$ cat config.mk
export PLATFORM = sky130hd
export DESIGN_NAME = retry_backoff_jitter_scheduler_flat
export DESIGN_NICKNAME = d
export VERILOG_FILES = /design/src/hdl/rbj_pkg.sv /design/src/hdl/rbj_if.sv /design/src/hdl/rbj_queue.sv /design/src/hdl/rbj_front.sv /design/src/hdl/rbj_back.sv /design/src/hdl/retry_backoff_jitter_scheduler.sv /design/src/flat_wrapper.sv
export VERILOG_INCLUDE_DIRS = /design/src /design/src/hdl
export SDC_FILE = /design/constraint.sdc
export NUM_CORES = 1
export LEC_CHECK = 0
export ABC_AREA = 1
export BUFFER_PORTS_ARGS = -buffer_cell sky130_fd_sc_hd__buf_2
export CORE_MARGIN = 4
export CORE_UTILIZATION = 35
export DETAILED_ROUTE_END_ITERATION = 12
export PLACE_DENSITY = 0.52
export SLEW_MARGIN = 20
export SYNTH_ARGS = -nofsm -noshare
export SYNTH_HDL_FRONTEND = slang
export SYNTH_SLANG_ARGS = --single-unit
$ cat constraint.sdc
create_clock -name clk -period 22.1 [get_ports clk]
set_clock_uncertainty 0.15 [all_clocks]
set_input_delay 1.105 -clock clk [delete_from_list [all_inputs] [get_ports clk]]
set_output_delay 1.105 -clock clk [all_outputs]
set_load 0.01 [all_outputs]
$ cat src/hdl/retry_backoff_jitter_scheduler_assert.svh
// Assertion macros for the retry backoff scheduler.
// RBJ_ASSERT: clocked, disabled while reset is asserted.
// RBJ_ASSERT_ALWAYS: clocked, checked during reset too.
`ifndef RETRY_BACKOFF_JITTER_SCHEDULER_ASSERT_SVH
`define RETRY_BACKOFF_JITTER_SCHEDULER_ASSERT_SVH

`ifndef SYNTHESIS

`define RBJ_ASSERT(lbl, clk, rst_n, prop, msg) \
  lbl: assert property (@(posedge clk) disable iff (!rst_n) (prop)) else $error(msg);

`define RBJ_ASSERT_ALWAYS(lbl, clk, prop, msg) \
  lbl: assert property (@(posedge clk) (prop)) else $error(msg);

`else

`define RBJ_ASSERT(lbl, clk, rst_n, prop, msg)

`define RBJ_ASSERT_ALWAYS(lbl, clk, prop, msg)

`endif

`endif

$ cat src/hdl/rbj_pkg.sv
package rbj_pkg;

  localparam int TABLE_ENTRIES_DEF = 8;
  localparam int MIN_DELAY_RANGE   = 256;
  localparam int MS_PER_SECOND     = 1000;
  localparam int HALF_MS           = MS_PER_SECOND / 2;
  localparam int QUEUE_DEPTH       = 2;

  localparam int TABLE_W   = 64;
  localparam int TIMEOUT_W = 16;
  localparam int RND_W     = 32;
  localparam int DELAY_W   = 26;
  localparam int ADV_W     = 2;
  localparam int CNT_W     = 4;
  // divisor covers 65535*500 and MIN_DELAY_RANGE up to 65536
  localparam int DIV_W     = 25;
  localparam int CFG_IDX_W = 1;
  localparam int CFG_DATA_W = TABLE_W;

  localparam logic [TABLE_W-1:0]   TABLE_RESET   = 64'd516740879370;
  localparam logic [TIMEOUT_W-1:0] TIMEOUT_RESET = 16'd60;

  localparam logic [CFG_IDX_W-1:0] CFG_RETRY_TABLE   = 1'd0;
  localparam logic [CFG_IDX_W-1:0] CFG_RESET_TIMEOUT = 1'd1;

  localparam logic OP_INC = 1'b0;
  localparam logic OP_RST = 1'b1;

  typedef struct packed {
    logic [TIMEOUT_W-1:0] timeout_s;
    logic [DIV_W-1:0]     base;
    logic [DIV_W-1:0]     divisor;
    logic [RND_W-1:0]     rnd;
    logic [ADV_W-1:0]     adv;
    logic                 fallback;
    logic [CNT_W-1:0]     attempt;
  } job_t;

endpackage

$ cat src/hdl/rbj_if.sv
interface rbj_in_if;
  import rbj_pkg::*;
  logic             valid;
  logic             ready;
  logic             op;
  logic [RND_W-1:0] random_value;

  modport source (output valid, op, random_value, input ready);
  modport sink (input valid, op, random_value, output ready);
endinterface

interface rbj_out_if;
  import rbj_pkg::*;
  logic                 valid;
  logic                 ready;
  logic [TIMEOUT_W-1:0] timeout_s;
  logic [DELAY_W-1:0]   delay_ms;
  logic [ADV_W-1:0]     endpoint_advances;
  logic                 used_fallback;
  logic [CNT_W-1:0]     attempt;

  modport source (output valid, timeout_s, delay_ms, endpoint_advances, used_fallback,
                  attempt, input ready);
  modport sink (input valid, timeout_s, delay_ms, endpoint_advances, used_fallback,
                attempt, output ready);
endinterface

$ cat src/hdl/rbj_queue.sv
module rbj_queue (
  input  logic          clk,
  input  logic          rst_n,
  input  logic          push_valid,
  output logic          push_ready,
  input  rbj_pkg::job_t push_job,
  output logic          pop_valid,
  input  logic          pop_ready,
  output rbj_pkg::job_t pop_job
);
  import rbj_pkg::*;

  localparam int PTR_W   = (QUEUE_DEPTH > 1) ? $clog2(QUEUE_DEPTH) : 1;
  localparam int COUNT_W = $clog2(QUEUE_DEPTH + 1);

  job_t               slot_r [QUEUE_DEPTH];
  logic [PTR_W-1:0]   wr_ptr_r;
  logic [PTR_W-1:0]   rd_ptr_r;
  logic [COUNT_W-1:0] count_r;
  logic               do_push;
  logic               do_pop;

  assign push_ready = (count_r != COUNT_W'(QUEUE_DEPTH));
  assign pop_valid  = (count_r != '0);
  assign pop_job    = slot_r[rd_ptr_r];
  assign do_push    = push_valid && push_ready;
  assign do_pop     = pop_valid && pop_ready;

  function automatic logic [PTR_W-1:0] ptr_inc(input logic [PTR_W-1:0] p);
    ptr_inc = (p == PTR_W'(QUEUE_DEPTH - 1)) ? '0 : p + PTR_W'(1);
  endfunction

  always_ff @(posedge clk) begin
    if (!rst_n) begin
      wr_ptr_r <= '0;
      rd_ptr_r <= '0;
      count_r  <= '0;
    end else begin
      if (do_push) wr_ptr_r <= ptr_inc(wr_ptr_r);
      if (do_pop) rd_ptr_r <= ptr_inc(rd_ptr_r);
      if (do_push && !do_pop) count_r <= count_r + COUNT_W'(1);
      else if (do_pop && !do_push) count_r <= count_r - COUNT_W'(1);
    end
  end

  always_ff @(posedge clk) begin
    if (do_push) slot_r[wr_ptr_r] <= push_job;
  end

endmodule

$ cat src/hdl/rbj_front.sv
module rbj_front #(
  parameter int TABLE_ENTRIES = rbj_pkg::TABLE_ENTRIES_DEF
) (
  input  logic                           clk,
  input  logic                           rst_n,
  input  logic                           cfg_we,
  input  logic [rbj_pkg::CFG_IDX_W-1:0]  cfg_index,
  input  logic [rbj_pkg::CFG_DATA_W-1:0] cfg_data,
  rbj_in_if.sink                         in_ch,
  output logic                           push_valid,
  input  logic                           push_ready,
  output rbj_pkg::job_t                  push_job
);
  import rbj_pkg::*;

  localparam int STORE_W = 8 * TABLE_ENTRIES;

  logic [STORE_W-1:0]   table_r;
  logic [TIMEOUT_W-1:0] reset_timeout_r;
  logic [CNT_W-1:0]     count_r;

  logic [CNT_W-1:0]     cnt_inc;
  logic [CNT_W-1:0]     cnt_nxt;
  logic [CNT_W-1:0]     size;
  logic                 size_done;
  logic                 ok;
  logic [ADV_W-1:0]     adv;
  logic                 fallback;
  logic [TIMEOUT_W-1:0] tmo;
  logic [DIV_W-1:0]     half_ms;

  // table size: leading nonzero bytes
  always_comb begin
    size      = '0;
    size_done = 1'b0;
    for (int i = 0; i < TABLE_ENTRIES; i++) begin
      if (!size_done && (table_r[8*i +: 8] != 8'd0)) size = size + CNT_W'(1);
      else size_done = 1'b1;
    end
  end

  always_comb begin
    cnt_inc  = (in_ch.op == OP_INC) ? count_r + CNT_W'(1) : '0;
    cnt_nxt  = cnt_inc;
    adv      = '0;
    fallback = 1'b0;
    ok       = (cnt_inc < size);
    // end of table: advance endpoint and restart at entry 0
    if (!ok) begin
      adv = ADV_W'(1);
      if (cnt_inc != '0) begin
        cnt_nxt = '0;
        ok      = (size != '0);
        if (!ok) adv = ADV_W'(2);
      end
    end
    tmo = reset_timeout_r;
    if (ok) begin
      tmo = '0;
      for (int i = 0; i < TABLE_ENTRIES; i++) begin
        if (cnt_nxt == CNT_W'(i)) tmo = {8'd0, table_r[8*i +: 8]};
      end
    end else begin
      fallback = 1'b1;
    end
  end

  assign half_ms = {{(DIV_W-TIMEOUT_W){1'b0}}, tmo} * DIV_W'(HALF_MS);

  always_comb begin
    push_job.timeout_s = tmo;
    push_job.base      = (tmo == '0) ? '0 : half_ms;
    push_job.divisor   = (tmo == '0) ? DIV_W'(MIN_DELAY_RANGE) : half_ms;
    push_job.rnd       = in_ch.random_value;
    push_job.adv       = adv;
    push_job.fallback  = fallback;
    push_job.attempt   = cnt_nxt;
  end

  assign push_valid  = in_ch.valid;
  assign in_ch.ready = push_ready;

  always_ff @(posedge clk) begin
    if (!rst_n) begin
      count_r         <= '0;
      table_r         <= TABLE_RESET[STORE_W-1:0];
      reset_timeout_r <= TIMEOUT_RESET;
    end else begin
      if (in_ch.valid && push_ready) count_r <= cnt_nxt;
      if (cfg_we) begin
        unique case (cfg_index)
          CFG_RETRY_TABLE:   table_r <= cfg_data[STORE_W-1:0];
          CFG_RESET_TIMEOUT: reset_timeout_r <= cfg_data[TIMEOUT_W-1:0];
          default: ;
        endcase
      end
    end
  end

endmodule

$ cat src/hdl/rbj_back.sv
`include "retry_backoff_jitter_scheduler_assert.svh"

module rbj_back (
  input  logic          clk,
  input  logic          rst_n,
  input  logic          pop_valid,
  output logic          pop_ready,
  input  rbj_pkg::job_t pop_job,
  rbj_out_if.source     out_ch
);
  import rbj_pkg::*;

  localparam int STEP_W = $clog2(RND_W);

  localparam logic ST_IDLE = 1'b0;
  localparam logic ST_RUN  = 1'b1;

  logic                 state_r;
  logic [STEP_W-1:0]    step_r;
  logic [DIV_W-1:0]     rem_r;
  logic [DIV_W-1:0]     rem_nxt;
  logic [DIV_W:0]       rem_sh;
  job_t                 job_r;

  logic                 out_valid_r;
  logic [TIMEOUT_W-1:0] out_timeout_r;
  logic [DELAY_W-1:0]   out_delay_r;
  logic [ADV_W-1:0]     out_adv_r;
  logic                 out_fb_r;
  logic [CNT_W-1:0]     out_attempt_r;

  assign pop_ready = (state_r == ST_IDLE) && !out_valid_r;

  // restoring remainder, one dividend bit a cycle
  always_comb begin
    rem_sh = {rem_r, job_r.rnd[RND_W-1]};
    if (rem_sh >= {1'b0, job_r.divisor}) rem_nxt = DIV_W'(rem_sh - {1'b0, job_r.divisor});
    else rem_nxt = rem_sh[DIV_W-1:0];
  end

  always_ff @(posedge clk) begin
    if (!rst_n) begin
      state_r     <= ST_IDLE;
      step_r      <= '0;
      out_valid_r <= 1'b0;
    end else begin
      if (out_ch.valid && out_ch.ready) out_valid_r <= 1'b0;
      unique case (state_r)
        ST_IDLE: begin
          if (pop_valid && pop_ready) begin
            state_r <= ST_RUN;
            step_r  <= '0;
          end
        end
        ST_RUN: begin
          step_r <= step_r + STEP_W'(1);
          if (step_r == STEP_W'(RND_W - 1)) begin
            state_r     <= ST_IDLE;
            out_valid_r <= 1'b1;
          end
        end
        default: state_r <= ST_IDLE;
      endcase
    end
  end

  always_ff @(posedge clk) begin
    if (state_r == ST_IDLE) begin
      if (pop_valid && pop_ready) begin
        job_r <= pop_job;
        rem_r <= '0;
      end
    end else begin
      rem_r     <= rem_nxt;
      job_r.rnd <= {job_r.rnd[RND_W-2:0], 1'b0};
      if (step_r == STEP_W'(RND_W - 1)) begin
        out_timeout_r <= job_r.timeout_s;
        out_delay_r   <= DELAY_W'(job_r.base) + DELAY_W'(rem_nxt);
        out_adv_r     <= job_r.adv;
        out_fb_r      <= job_r.fallback;
        out_attempt_r <= job_r.attempt;
      end
    end
  end

  assign out_ch.valid             = out_valid_r;
  assign out_ch.timeout_s         = out_timeout_r;
  assign out_ch.delay_ms          = out_delay_r;
  assign out_ch.endpoint_advances = out_adv_r;
  assign out_ch.used_fallback     = out_fb_r;
  assign out_ch.attempt           = out_attempt_r;

  `RBJ_ASSERT(a_rem_below_div, clk, rst_n, (state_r == ST_RUN) |-> (rem_r < job_r.divisor), "remainder not below divisor")
  `RBJ_ASSERT(a_pop_starts_run, clk, rst_n, (pop_valid && pop_ready) |=> (state_r == ST_RUN && step_r == '0), "pop did not start a division")
  `RBJ_ASSERT(a_result_from_run, clk, rst_n, $rose(out_valid_r) |-> $past(state_r == ST_RUN), "result raised outside a division")
  `RBJ_ASSERT(a_no_pop_while_busy, clk, rst_n, (state_r == ST_RUN || out_valid_r) |-> !pop_ready, "pop offered while busy")

endmodule

$ cat src/hdl/retry_backoff_jitter_scheduler.sv
// Channel  Dir  Payload                                                   Accept
// in_ch    in   op, random_value                                          valid && ready
// out_ch   out  timeout_s, delay_ms, endpoint_advances, used_fallback,    valid && ready
//               attempt
// cfg      in   cfg_index, cfg_data                                       cfg_we
//
// An item is classified in its accept cycle and queued (two entries).
// The back end pops one item, runs a 32-step bit-serial remainder of
// random_value by the delay range, and registers the result; it takes no new
// item until that result has been taken on out_ch. The front keeps accepting
// while the queue has room, also while a result waits on out_ch. Reset clears
// the retry count and loads the register defaults; no clearing pass.
module retry_backoff_jitter_scheduler #(
  parameter int TABLE_ENTRIES = rbj_pkg::TABLE_ENTRIES_DEF
) (
  input  logic                           clk,
  input  logic                           rst_n,
  input  logic                           cfg_we,
  input  logic [rbj_pkg::CFG_IDX_W-1:0]  cfg_index,
  input  logic [rbj_pkg::CFG_DATA_W-1:0] cfg_data,
  rbj_in_if.sink                         in_ch,
  rbj_out_if.source                      out_ch
);
  import rbj_pkg::*;

  logic push_valid;
  logic push_ready;
  job_t push_job;
  logic pop_valid;
  logic pop_ready;
  job_t pop_job;

  rbj_front #(
    .TABLE_ENTRIES (TABLE_ENTRIES)
  ) u_front (
    .clk        (clk),
    .rst_n      (rst_n),
    .cfg_we     (cfg_we),
    .cfg_index  (cfg_index),
    .cfg_data   (cfg_data),
    .in_ch      (in_ch),
    .push_valid (push_valid),
    .push_ready (push_ready),
    .push_job   (push_job)
  );

  rbj_queue u_queue (
    .clk        (clk),
    .rst_n      (rst_n),
    .push_valid (push_valid),
    .push_ready (push_ready),
    .push_job   (push_job),
    .pop_valid  (pop_valid),
    .pop_ready  (pop_ready),
    .pop_job    (pop_job)
  );

  rbj_back u_back (
    .clk       (clk),
    .rst_n     (rst_n),
    .pop_valid (pop_valid),
    .pop_ready (pop_ready),
    .pop_job   (pop_job),
    .out_ch    (out_ch)
  );

endmodule
$ cat src/flat_wrapper.sv
// flat-port wrapper written by rule: the top's interface ports become plain ports
module retry_backoff_jitter_scheduler_flat import rbj_pkg::*;
#(
  parameter int TABLE_ENTRIES = rbj_pkg::TABLE_ENTRIES_DEF
)
  (clk, rst_n, cfg_we, cfg_index, cfg_data, in_ch_valid, in_ch_op, in_ch_random_value, in_ch_ready, out_ch_valid, out_ch_timeout_s, out_ch_delay_ms, out_ch_endpoint_advances, out_ch_used_fallback, out_ch_attempt, out_ch_ready);
  rbj_in_if in_ch_i ();
  rbj_out_if out_ch_i ();
  input  logic clk;
  input  logic rst_n;
  input  logic cfg_we;
  input  logic [rbj_pkg::CFG_IDX_W-1:0] cfg_index;
  input  logic [rbj_pkg::CFG_DATA_W-1:0] cfg_data;
  input wire logic [$bits(in_ch_i.valid)-1:0] in_ch_valid;
  input wire logic [$bits(in_ch_i.op)-1:0] in_ch_op;
  input wire logic [$bits(in_ch_i.random_value)-1:0] in_ch_random_value;
  output wire logic [$bits(in_ch_i.ready)-1:0] in_ch_ready;
  output wire logic [$bits(out_ch_i.valid)-1:0] out_ch_valid;
  output wire logic [$bits(out_ch_i.timeout_s)-1:0] out_ch_timeout_s;
  output wire logic [$bits(out_ch_i.delay_ms)-1:0] out_ch_delay_ms;
  output wire logic [$bits(out_ch_i.endpoint_advances)-1:0] out_ch_endpoint_advances;
  output wire logic [$bits(out_ch_i.used_fallback)-1:0] out_ch_used_fallback;
  output wire logic [$bits(out_ch_i.attempt)-1:0] out_ch_attempt;
  input wire logic [$bits(out_ch_i.ready)-1:0] out_ch_ready;
  assign in_ch_i.valid = in_ch_valid;
  assign in_ch_i.op = in_ch_op;
  assign in_ch_i.random_value = in_ch_random_value;
  assign in_ch_ready = in_ch_i.ready;
  assign out_ch_valid = out_ch_i.valid;
  assign out_ch_timeout_s = out_ch_i.timeout_s;
  assign out_ch_delay_ms = out_ch_i.delay_ms;
  assign out_ch_endpoint_advances = out_ch_i.endpoint_advances;
  assign out_ch_used_fallback = out_ch_i.used_fallback;
  assign out_ch_attempt = out_ch_i.attempt;
  assign out_ch_i.ready = out_ch_ready;
  retry_backoff_jitter_scheduler #(.TABLE_ENTRIES(TABLE_ENTRIES)) u_core (.clk(clk), .rst_n(rst_n), .cfg_we(cfg_we), .cfg_index(cfg_index), .cfg_data(cfg_data), .in_ch(in_ch_i), .out_ch(out_ch_i));
endmodule
## Word-level counts from Yosys, hierarchy flattened

Memory sizes are Yosys's and may differ from the RTL's. A register that Yosys moved wholly into a read port is not among the register bits.
Cells that the tools add are included.

- Register bits after elaboration: 274
- RAM bits: 210
- Input bits: 103
- Output and inout port bits: 51
- Logic and storage cells: 151
- Memories: 1

Memory list:

| name | words | width | read ports | clocked after Yosys merged registers in | wr ports | RTL line | source |
|---|---|---|---|---|---|---|---|
| u_core.u_queue.slot_r | 2 | 105 | 1 | 1 | 1 | rbj_queue.sv:16 | `job_t slot_r [QUEUE_DEPTH];` |

- Add/sub/neg operators: 15
- $mul: 1
- Magnitude comparators: 2
- Equality and inequality tests: 10
- Mux-type cells: 56
- Bitwise gates (word level): 2
- Reduce and logical (&&, ||, !) cells: 41

Operators by type and width:

| cell | count |
|---|---|
| 2-to-1 mux 16 bit | 8 |
| 2-to-1 mux 25 bit | 5 |
| nonzero test 8 bit | 8 |
| 2-to-1 mux 39 bit | 1 |
| 2-to-1 mux 4 bit | 9 |
| 2-to-1 mux 32 bit | 1 |
| adder 4 x 1 -> 4 bit, second input constant | 7 |
| adder 25 x 25 -> 26 bit | 1 |
| greater-or-equal comparator 26 x 25 -> 1 bit | 1 |
| subtractor 25 bit | 1 |
| multiplier 16 x 7 -> 23 bit, second input constant | 1 |
| 2-to-1 mux 1 bit | 22 |
| == test 4 x 3 -> 1 bit, second input constant | 4 |
| logical NOT 16 bit | 1 |
| logical AND 1 bit | 13 |
| 2-to-1 mux 2 bit | 6 |
| one-hot mux 5 bit (2 select lines) | 1 |
| logical NOT 1 bit | 9 |
| == test 4 x 2 -> 1 bit, second input constant | 2 |
| 2-to-1 mux 8 bit | 1 |
| AND reduction 2 bit | 4 |
| nonzero test 4 bit | 2 |
| nonzero test 2 bit | 3 |
| adder 5 x 1 -> 5 bit, second input constant | 1 |
| 13 further kinds | 15 |

## Longest topological paths before layout

- Depth after elaboration: 35
- Depth in mapped cells: 65
- Depth with buffers taken out: 65

## Modules after synthesis

A second synthesis with hierarchy kept.

- Cell total of the unflattened synthesis: 2559
- Area, all modules: 26272.7 um^2

By module, submodules not included:

| module | instances | cells an instance | area each (um^2) | sequential area each (um^2) |
|---|---|---|---|---|
| rbj_back | 1 | 1098 | 10141.0 | 5505.3 |
| rbj_queue | 1 | 364 | 8067.7 | 6406.1 |
| rbj_front | 1 | 1097 | 8064.0 | 1681.6 |

## Least setup slack after synthesis

OpenSTA, ideal clock, no wires.

- Path type: reg-to-reg
- From: reg u_core.u_front.table_r[6]
- To: mem u_core.u_queue.slot_r[0][88] (netlist bit) (data pin)
- Setup time: 0.258 ns
- Arrival time: 8.726 ns
- Required time: 21.692 ns
- Slack: 12.967 ns
- Stages on the path, launching flop included: 53
- Buffers on the path: 0
- Clock period less this slack: 9.133 ns
- Cell sequence: dfxtp_1 nor2_1 nand2_1 nor2_4 nor2_8 ha_1 inv_1 nand2_1 nand2_1 inv_1 ha_1 nand2_1 nand2_1 ha_1 o21a_1 ha_1 nand2_1 nand2_1 [17 not listed] fa_1 inv_1 ha_1 a21oi_1 o21ai_0 a21oi_1 nor2_1 o21ai_0 nand2_1 a21oi_1 o21ai_0 nand3_1 nand2_1 a21oi_1 nor2_1 nor2_1 xor2_1 nor2_1

RTL lines:

| what | RTL line | source |
|---|---|---|
| start: declaration | rbj_front.sv:18 | `logic [STORE_W-1:0] table_r;` |
| start signal: assignment | rbj_front.sv:86 | `table_r <= TABLE_RESET[STORE_W-1:0];` |
| start signal: assignment | rbj_front.sv:92 | `CFG_RETRY_TABLE: table_r <= cfg_data[STORE_W-1:0];` |
| end: declaration | rbj_queue.sv:16 |  |

==> impl_metrics.env <==
export IMPL_outcome="finished, final reports clean"
export IMPL_ant_nets=0
export IMPL_hold_buffers=0
export IMPL_port_buffers=153
export IMPL_finalHoldViolations=0
export IMPL_critPathMaxStageDelay_ns=0.54
export IMPL_arrival_ns=10.40
export IMPL_post_cts_setup_buffers=0
export IMPL_grt_first_pass_wirelength_mm=75.82
export IMPL_min_path_type="flip-flop to flip-flop"
export IMPL_setup_tns_ns=0
export IMPL_worstMarginPinSlew_ns=1.055
export IMPL_yosys_area_top_type="edfxtp_1"
export IMPL_ios=154
export IMPL_clkSlewWorstSetupHoldPaths_ns=0.06
export IMPL_synth_distinct_cells=49
export IMPL_grt_max_degree=90
export IMPL_drcViolationCount=0
export IMPL_yosys_top_cells_count="313 x nand2_1, 310 x edfxtp_1, 269 x inv_1"
export IMPL_final_net_count=2477
export IMPL_clock_sinks=407
export IMPL_post_route_cells_drive_above_1_share_pct=15.82
export IMPL_synth_area_um2=20940
export IMPL_start_util_pct=35.42
export IMPL_finalCritPeriodShare_pct=46.35
export IMPL_yosys_warnings=0
export IMPL_cp_required_ns=22.26
export IMPL_critPathKind="flip-flop to flip-flop"
export IMPL_synth_edf_count=310
export IMPL_syn2layout_area_growth_pct=15.12
export IMPL_routedWlPerCell_um=15.59
export IMPL_rows=89
export IMPL_cp_common_cell="nand2_1"
export IMPL_cap_violations=0
export IMPL_max_freq_mhz=97.62
export IMPL_cts_buffers=47
export IMPL_syn_nets=2315
export IMPL_relSlewSlack_pct=29.60
export IMPL_ctsResizeCount=0
export IMPL_die_y_um=252.6
export IMPL_met3_usage_pct=2.696
export IMPL_first_iter_violations=723
export IMPL_ctsLongestPathBuffers=3
export IMPL_vias=14160
export IMPL_grt_use_met2_pct=24.81
export IMPL_core_area_um2=59130
export IMPL_grt_busiest_layer="met2"
export IMPL_post_synth_top_count_cell="nand2_1"
export IMPL_yosysTopAreaCellShare_pct=44.45
export IMPL_cts_tree="built"
export IMPL_drt_total_wl_mm=47.02
export IMPL_avgSynthCellArea_um2=10.24
export IMPL_rsz0062_at_grt="false"
export IMPL_clk_insertion_delay_late_ns=0.59
export IMPL_cts_root_buf="clkbuf_16"
export IMPL_viasPerCell=4.694
export IMPL_dp_final_hpwl_mm=33.90
export IMPL_period_needed_ns=10.24
export IMPL_antenna_cells=0
export IMPL_grtUsageTotal_pct=14.75
export IMPL_slew_violations=0
export IMPL_dr_pass1_iters=5
export IMPL_ys_seq_area_share_pct=53.73
export IMPL_grt_pass1_vias=14460
export IMPL_dieArea_um2=63810
export IMPL_met1_usage_pct=19.40
export IMPL_die_w_um=252.6
export IMPL_synth_area_leaders="edfxtp_1 44%, dfxtp_1 9.3%, ha_1 6.9%"
export IMPL_gp_congestion=0.8455
export IMPL_antenna_found_initial=1
export IMPL_synth_ff_type="edfxtp_1"
export IMPL_synthCells=2045
export IMPL_setup_viol=0
export IMPL_crit_path_start_kind="flip-flop"
export IMPL_crit_fanout=5
export IMPL_endpoint_kind="flip-flop"
export IMPL_ys_ff_latch=407
export IMPL_gr_total_overflow=0
export IMPL_htree_levels=2
export IMPL_slowest_stage="fa_1"
export IMPL_async_reset_ff_share_pct=0
[cell families (layout without fill, tap and decap cells)]
group / count (synthesis) / in the layout / synth area share [%]
mux: 47 / 47 / 2.527
fa+ha+maj: 167 / 167 / 11.81
flops: 407 / 407 / 53.73
xor+xnor: 57 / 57 / 2.384
simple gates: 678 / 678 / 14.23
compound gates: 355 / 355 / 9.273
buf+inv: 334 / 533 / 6.058
[cell type report]
cell class                 instances  area [um2]
fill                            5750       35020
sequential                       407       11250
multi-input combinational       1304        8449
clock buffer                      68        1369
inverter                         280        1055
tap                              773       967.2
timing repair buffer             167       870.8
clock inverter                    18       142.6
[per-layer routing]
layer / part of all wire, % / wire length, um / vias to the layer above
li1: - / - / 7214
met2: 47 / 22110 / 203
met5: 0.015 / 7 / -
met1: 47 / 21930 / 6667
met4: 2.3 / 1061 / 2
met3: 4.1 / 1915 / 75
[path summary, 6_finish.rpt]
| kind | cells after the start | endpoint | slack [ns] | startpoint |
|---|---|---|---|---|
| setup / recovery | 54 | u_core.u_queue.slot_r[0][88] | 11.86 | u_core.u_front.table_r[10] |
| hold / removal | 0 | u_core.u_back.out_ch.attempt[0] | 0.27 | u_core.u_back.job_r[0] |
| setup reg to reg | 54 | u_core.u_queue.slot_r[0][88] | 11.86 | u_core.u_front.table_r[10] |
| hold reg to reg | 0 | u_core.u_back.out_ch.attempt[0] | 0.27 | u_core.u_back.job_r[0] |
[registers in the layout, indices dropped and copies added (netlist names), 2 cells and up, named ones only]
register and cells:
u_core.u_back.out_ch.delay_ms 26, u_core.u_back.rem_r 25, u_core.u_back.out_ch.timeout_s 16, u_core.u_back.out_ch.endpoint_advances 2
u_core.u_back.out_ch.attempt 4, u_core.u_front.table_r 64, u_core.u_back.job_r 79, u_core.u_back.step_r 5
u_core.u_front.reset_timeout_r 16, u_core.u_front.count_r 4, u_core.u_queue.count_r 2, u_core.u_queue.slot_r 158
[worst max-delay path, delay by kind of cell (launching register included)]
family,cells,cell delay (ns)
fa+ha+maj,11,3.71
flops,1,0.31
simple gates,23,2.27
buf+inv,6,0.44
compound gates,12,2.69
xor+xnor,2,0.34
[cell usage in the layout, fill, tap and decap left out, types with 14 or more instances in the layout]
cell	synthesis	final
nand2_1	313	313
edfxtp_1	310	310
inv_1	269	267
nor2_1	212	209
o21ai_0	169	168
buf_2	0	153
a21oi_1	129	129
ha_1	116	116
dfxtp_1	97	96
nand3_1	66	66
fa_1	51	51
clkbuf_16	0	50
mux2_2	47	47
xor2_1	39	39
xnor2_1	18	18
a211oi_1	16	16
nor2_2	15	15
buf_4	0	14
[per-stage QoR]
stage | setup slack [ns] | cell area (um2) | hold WS [ns] | cells | utilization [%]
after CTS | 11.81 | 24110 | 0.2615 | 3017 | 40.77
after global placement | 11.95 | 22600 | 0.2524 | 2931 | 38.21
after global routing | 10.96 | 24110 | 0.2801 | 3017 | 40.77
after floorplan | 12.97 | 20940 | 0.2503 | 2045 | -
after detailed placement | 11.84 | 22600 | 0.2545 | 2931 | 38.21
final | 11.86 | 24110 | 0.2656 | 3017 | 40.77
Power is left out: the tool's default activity adds up to more than one toggle a clock period on the data nets, which glitch-free logic cannot reach.
